### src/aesbm_pkg.sv
// Shared types, constants and AES byte functions for the AES-128 block mode cipher.
// No dependencies.
package aesbm_pkg;

  localparam int BlkW = 128;
  localparam int NumRounds = 10;
  localparam int RndW = 4;

  typedef logic [1:0] mode_t;
  localparam mode_t MODE_ECB = 2'd0;
  localparam mode_t MODE_CBC = 2'd1;
  localparam mode_t MODE_CFB = 2'd2;
  localparam mode_t MODE_OFB = 2'd3;

  typedef logic [2:0] cfg_idx_t;
  localparam cfg_idx_t REG_KEY_HIGH = 3'd0;
  localparam cfg_idx_t REG_KEY_LOW = 3'd1;
  localparam cfg_idx_t REG_IV_HIGH = 3'd2;
  localparam cfg_idx_t REG_IV_LOW = 3'd3;
  localparam cfg_idx_t REG_CHAIN_MODE = 3'd4;
  localparam cfg_idx_t REG_DECRYPT_SEL = 3'd5;

  // controller -> datapath
  typedef struct packed {
    logic load;       // start of item: form cipher input
    logic key_start;  // start of key expansion
    logic key_step;   // one key expansion round
    logic round;      // one cipher round
    logic finish;     // produce result and update chain
    logic [RndW-1:0] rnd;
  } dp_cmd_t;

  function automatic logic [7:0] xtime(input logic [7:0] a);
    xtime = {a[6:0], 1'b0} ^ (a[7] ? 8'h1b : 8'h00);
  endfunction

  function automatic logic [7:0] gmul(input logic [7:0] a, input logic [7:0] b);
    logic [7:0] r;
    logic [7:0] x;
    r = 8'h00;
    x = a;
    for (int i = 0; i < 8; i++) begin
      if (b[i]) r = r ^ x;
      x = xtime(x);
    end
    gmul = r;
  endfunction

  function automatic logic [7:0] ginv(input logic [7:0] x);
    logic [7:0] r;
    logic [7:0] b;
    r = 8'h01;
    b = x;
    for (int i = 0; i < 8; i++) begin
      if (i != 0) r = gmul(r, b);
      b = gmul(b, b);
    end
    ginv = r;
  endfunction

  function automatic logic [7:0] rotl8(input logic [7:0] v, input int n);
    rotl8 = (v << n) | (v >> (8 - n));
  endfunction

  function automatic logic [7:0] sub_fwd_calc(input logic [7:0] x);
    logic [7:0] b;
    b = ginv(x);
    sub_fwd_calc = b ^ rotl8(b, 1) ^ rotl8(b, 2) ^ rotl8(b, 3) ^ rotl8(b, 4) ^ 8'h63;
  endfunction

  function automatic logic [7:0] sub_inv_calc(input logic [7:0] y);
    sub_inv_calc = ginv(rotl8(y, 1) ^ rotl8(y, 3) ^ rotl8(y, 6) ^ 8'h05);
  endfunction

  typedef logic [7:0] sbox_t [256];

  function automatic sbox_t make_fwd();
    sbox_t t;
    for (int i = 0; i < 256; i++) t[i] = sub_fwd_calc(8'(i));
    make_fwd = t;
  endfunction

  function automatic sbox_t make_inv();
    sbox_t t;
    for (int i = 0; i < 256; i++) t[i] = sub_inv_calc(8'(i));
    make_inv = t;
  endfunction

  localparam sbox_t SboxFwd = make_fwd();
  localparam sbox_t SboxInv = make_inv();

  // byte i of a block sits at bits 127-8i
  function automatic logic [7:0] get_byte(input logic [BlkW-1:0] s, input int i);
    get_byte = s[BlkW-1-8*i -: 8];
  endfunction

endpackage

### src/aesbm_ctrl.sv
// Controller: key expansion sequencing and per-block round sequencing with handshakes.
// Depends on aesbm_pkg.
module aesbm_ctrl (
  input  logic               clk,
  input  logic               rst,
  input  logic               key_write,
  input  logic               in_valid,
  output logic               in_ready,
  output logic               out_valid,
  input  logic               out_ready,
  output aesbm_pkg::dp_cmd_t cmd
);
  import aesbm_pkg::*;

  typedef enum logic [4:0] {
    S_KEY  = 5'b00001,
    S_IDLE = 5'b00010,
    S_RUN  = 5'b00100,
    S_FIN  = 5'b01000,
    S_OUT  = 5'b10000
  } state_t;

  state_t state, state_next;
  logic [RndW-1:0] rnd, rnd_next;
  logic key_pend, key_pend_next;

  assign in_ready = (state == S_IDLE) && !key_pend;
  assign out_valid = (state == S_OUT);

  always_comb begin
    state_next = state;
    rnd_next = rnd;
    key_pend_next = key_pend | key_write;
    cmd = '0;
    cmd.rnd = rnd;
    unique case (state)
      S_KEY: begin
        cmd.key_step = 1'b1;
        rnd_next = rnd + 1'b1;
        if (rnd == RndW'(NumRounds)) state_next = S_IDLE;
      end
      S_IDLE: begin
        if (key_pend) begin
          cmd.key_start = 1'b1;
          key_pend_next = key_write;
          rnd_next = RndW'(1);
          state_next = S_KEY;
        end else if (in_valid) begin
          cmd.load = 1'b1;
          rnd_next = RndW'(1);
          state_next = S_RUN;
        end
      end
      S_RUN: begin
        cmd.round = 1'b1;
        rnd_next = rnd + 1'b1;
        if (rnd == RndW'(NumRounds)) state_next = S_FIN;
      end
      S_FIN: begin
        cmd.finish = 1'b1;
        state_next = S_OUT;
      end
      S_OUT: begin
        if (out_ready) state_next = S_IDLE;
      end
      default: state_next = S_IDLE;
    endcase
  end

  always_ff @(posedge clk) begin
    if (rst) begin
      state <= S_IDLE;
      rnd <= '0;
      key_pend <= 1'b1;
    end else begin
      state <= state_next;
      rnd <= rnd_next;
      key_pend <= key_pend_next;
    end
  end

  a_onehot: assert property (@(posedge clk) disable iff (rst) $onehot(state))
    else $error("state not one-hot");
  a_run_len: assert property (@(posedge clk) disable iff (rst)
    (state == S_RUN && rnd == RndW'(NumRounds)) |=> state == S_FIN)
    else $error("round count overrun");
  a_key_hold: assert property (@(posedge clk) disable iff (rst)
    key_pend |-> !in_ready) else $error("accept during key update");
endmodule

### config.mk
export PLATFORM = sky130hd
export DESIGN_NAME = aesbm_ctrl
export DESIGN_NICKNAME = d
export VERILOG_FILES = /design/src/aesbm_pkg.sv /design/src/aesbm_ctrl.sv
export SDC_FILE = /design/constraint.sdc
export NUM_CORES = 1
export LEC_CHECK = 0
export BUFFER_PORTS_ARGS = -buffer_cell sky130_fd_sc_hd__buf_2
export CAP_MARGIN = 20
export CELL_PAD_IN_SITES_DETAIL_PLACEMENT = 1
export CELL_PAD_IN_SITES_GLOBAL_PLACEMENT = 1
export CORE_UTILIZATION = 39
export DETAILED_ROUTE_END_ITERATION = 8
export PLACE_DENSITY_LB_ADDON = 0.1
export SLEW_MARGIN = 20
export SYNTH_ARGS = -nofsm -noshare
export SYNTH_HDL_FRONTEND = slang
export SYNTH_SLANG_ARGS = --single-unit
### constraint.sdc
create_clock -name clk -period 2.5 [get_ports clk]
set_input_delay 0.25 -clock clk [delete_from_list [all_inputs] [get_ports clk]]
set_output_delay 0.25 -clock clk [all_outputs]
set_load 0.005 [all_outputs]
==> out/qor.csv <==
stage,metric,value,unit
run_status,outcome,"finished, final reports clean",
die,number of I/O pins,16,
timing,final setup fails,0,
synth,synthesis-stage register bit count,10,
die,core footprint,1380,µm²
clock_network,root buf cell,clkbuf_4,
worst_setup_path,CP Class,reg2out,
synth,synthesized area,609,µm²
cells_and_area,diodes inserted,0,
die,row cnt,13,
global_route,global route total overflow,0,
worst_setup_path,Worst R2R Setup Slack,0.86,ns
placement,PortBufs,15,
timing,post-layout min period,1.83,ns
timing,final worst slack,0.670,ns
worst_setup_path,CP Max Fanout,7,
die,die width,41.5,µm
placement,Final GP Congestion,0.739,
min_path,Hold Crit Start,key_write,
placement,Final HPWL DP,987,µm
worst_setup_path,WP data arrival,1.58,ns
synth,Gate Count Post-Synth,67,
routing,Routed WL,1310,µm
die,Starting Density,44.1,%
clock_network,# hold bufs at CTS,0,
timing,Final Cycle Share,73.2,%
clock_network,Clock Path Buffers,2,
worst_setup_path,Worst Path Required,2.25,ns
clock_network,setup bufs post-CTS,0,
min_path,Hold Crit Class,in2reg,
synth,Mapped Nets,74,
cells_and_area,Nets,91,
routing,First-pass DRT Iterations,4,
power,P_leak,0.292,nW
timing,clock skew,0.00233,ns
synth,unique cell type count in the Yosys netlist,34,
cells_and_area,ratio of cells with drive above 1 in the final layout,29.3,%
clock_network,TritonCTS buffer count,3,
clock_network,insertion delay to the later sink of the worst-skew pair,0.26,ns
power,P per Cell Area,695,nW/µm²
routing,Vias,529,
clock_network,clock sinks,10,
placement,Setup WS pre-CTS,0.854,ns
power,peak supply drop,0.362,mV
worst_setup_path,worst r2r dst,state[1],
timing,RSZ-0062 raised after global routing,no,
worst_setup_path,Worst Setup End Kind,output port,
global_route,largest net degree at the start of global routing,16,
clock_network,H-tree lvl count,1,
global_route,vias in the first global route,523,
synth,Post-Synthesis Mean Instance Area,9.09,µm²
routing,ANT nets after route,0,
synth,post-synthesis sequential area ratio,32.9,%
timing,Peak Freq,0.546,GHz
global_route,global-route wire length before repair,2340,µm
routing,# DRC,0,
min_path,hold depth,2,
cells_and_area,FILL cells,161,
worst_setup_path,startpoint types,flop,
worst_setup_path,reg2reg start,state[4],
timing,Fin. Hold Viols,0,
timing,Setup TNS,0,ns
die,die footprint,1720,µm²
routing,Initial DRC Count,5,
clock_network,Worst-path clk slew,0.06,ns
synth,count of flip-flops with a built-in enable after synthesis,0,
cells_and_area,area delta synth->final,16.0,%
worst_setup_path,cell count of the worst reg-to-reg path,4,
timing,Slew Limit Fails,0,
routing,WL/cell,13.5,µm
global_route,GR Util All Layers,16.9,%
synth,Syn. warnings,0,
synth,Post-synth top flop,dfxtp_1,
min_path,Hold EP,key_pend,
clock_network,CTS tree,built,
synth,ys async rst share,0,%
clock_network,CTS resizes,0,
placement,placed cell areas,684,µm²
cells_and_area,Post-Layout Inst Area,707,µm²
flow_run,MaxCap Viol Count,0,
global_route,initial antenna violation count,0,
routing,vias per inst,5.45,
die,die height,41.5,µm
timing,worst-margin pin slew,0.488,ns
timing,Slew Limit Headroom,67.2,%
-- through the flow --
step | hold slack [ns] | std cells | power [mW] | utilization [%]
global route | 0.172 | 97 | 0.530 | 51.1
global placement | 0.430 | 94 | 0.384 | 49.5
finish | 0.176 | 97 | 0.491 | 51.1
floorplan | 0.344 | 67 | 0.337 | -
CTS | 0.167 | 97 | 0.499 | 51.1
detailed placement | 0.442 | 94 | 0.388 | 49.5
-- sequential cells by signal, indices dropped and copies added, names as in the netlist --
signal,flops
state,5
rnd,4
key_pend,1
-- layout by cell type (no fill, tap or decap), drive strengths merged, types with 2 or more instances in the layout --
cell and instances:
a211o 2, a211oi 2, buf 15, clkbuf 3
dfxtp 10, ha 2, inv 3, nand2 4
nand2b 8, nor2 5, nor3 3, nor3b 2
nor4 2, o22ai 2, o32ai 2, or3 2
-- worst max-delay path, cell delays in order, from the launching register on --
cell and delay [ns]:
dfxtp_1 0.36, or3_4 0.44, nor3_1 0.25, nand2_1 0.11, inv_1 0.06, buf_2 0.10
-- kinds of logic after synthesis --
group                      count (synthesis)  synth area share (%)
and+or+nand+nor                           32                  34.3
DFF                                       10                  32.9
AOI/OAI and AO/OA                         15                  20.9
buffers and inverters                      6                  4.93
adders and majority gates                  2                  4.11
xor gates and xnor gates                   2                  2.88
-- layer usage --
layer	vias to the layer above	share of wire, %	track usage [%]
met5	-	0	0
met4	0	1.2	5.81
met3	2	4.7	5.22
met2	13	42	24.4
met1	238	52	23.7
li1	276	-	-
-- synthesized netlist by cell type (all sizes together) (2+ instances only) --
master | number | share of area, %
nor2 | 5 | 3.1
ha | 2 | 4.1
inv | 3 | 1.8
nand2 | 4 | 2.5
a211oi | 2 | 3.3
o32ai | 2 | 2.9
o22ai | 2 | 2.1
dfxtp | 10 | 33
nor3b | 2 | 2.5
clkbuf | 2 | 1.2
a211o | 2 | 2.9
or3 | 2 | 2.9
nor3 | 3 | 2.5
nor4 | 2 | 5.5
nand2b | 8 | 8.2
-- power breakdown --
group          switching (mW)  internal [mW]
clock                  0.0520         0.0555
sequential             0.0367          0.181
combinational          0.0901         0.0758
-- layout make-up --
cell class / count / area, µm² / share of cell area (%)
inverters: 3 / 11.3 / 1.59
repair buffers: 15 / 75.1 / 10.6
clock buffers: 3 / 22.5 / 3.19
multi-input cells: 51 / 379 / 53.6
well taps: 15 / 18.8 / 2.65
flip-flops and latches: 10 / 200 / 28.3
-- how the worst max path moves through the flow --
stage	startpoint	endpoint	slack (ns)	depth (start not counted)
after floorplan	state[3]	state[1]	0.95	5
after CTS	state[4]	cmd[8]	0.66	5
final	state[4]	cmd[8]	0.67	5
after detailed placement	state[4]	state[1]	0.85	4
after global placement	state[4]	state[1]	0.89	4
after global routing	state[3]	cmd[8]	0.57	5
Power figures use the tool's default switching activity.
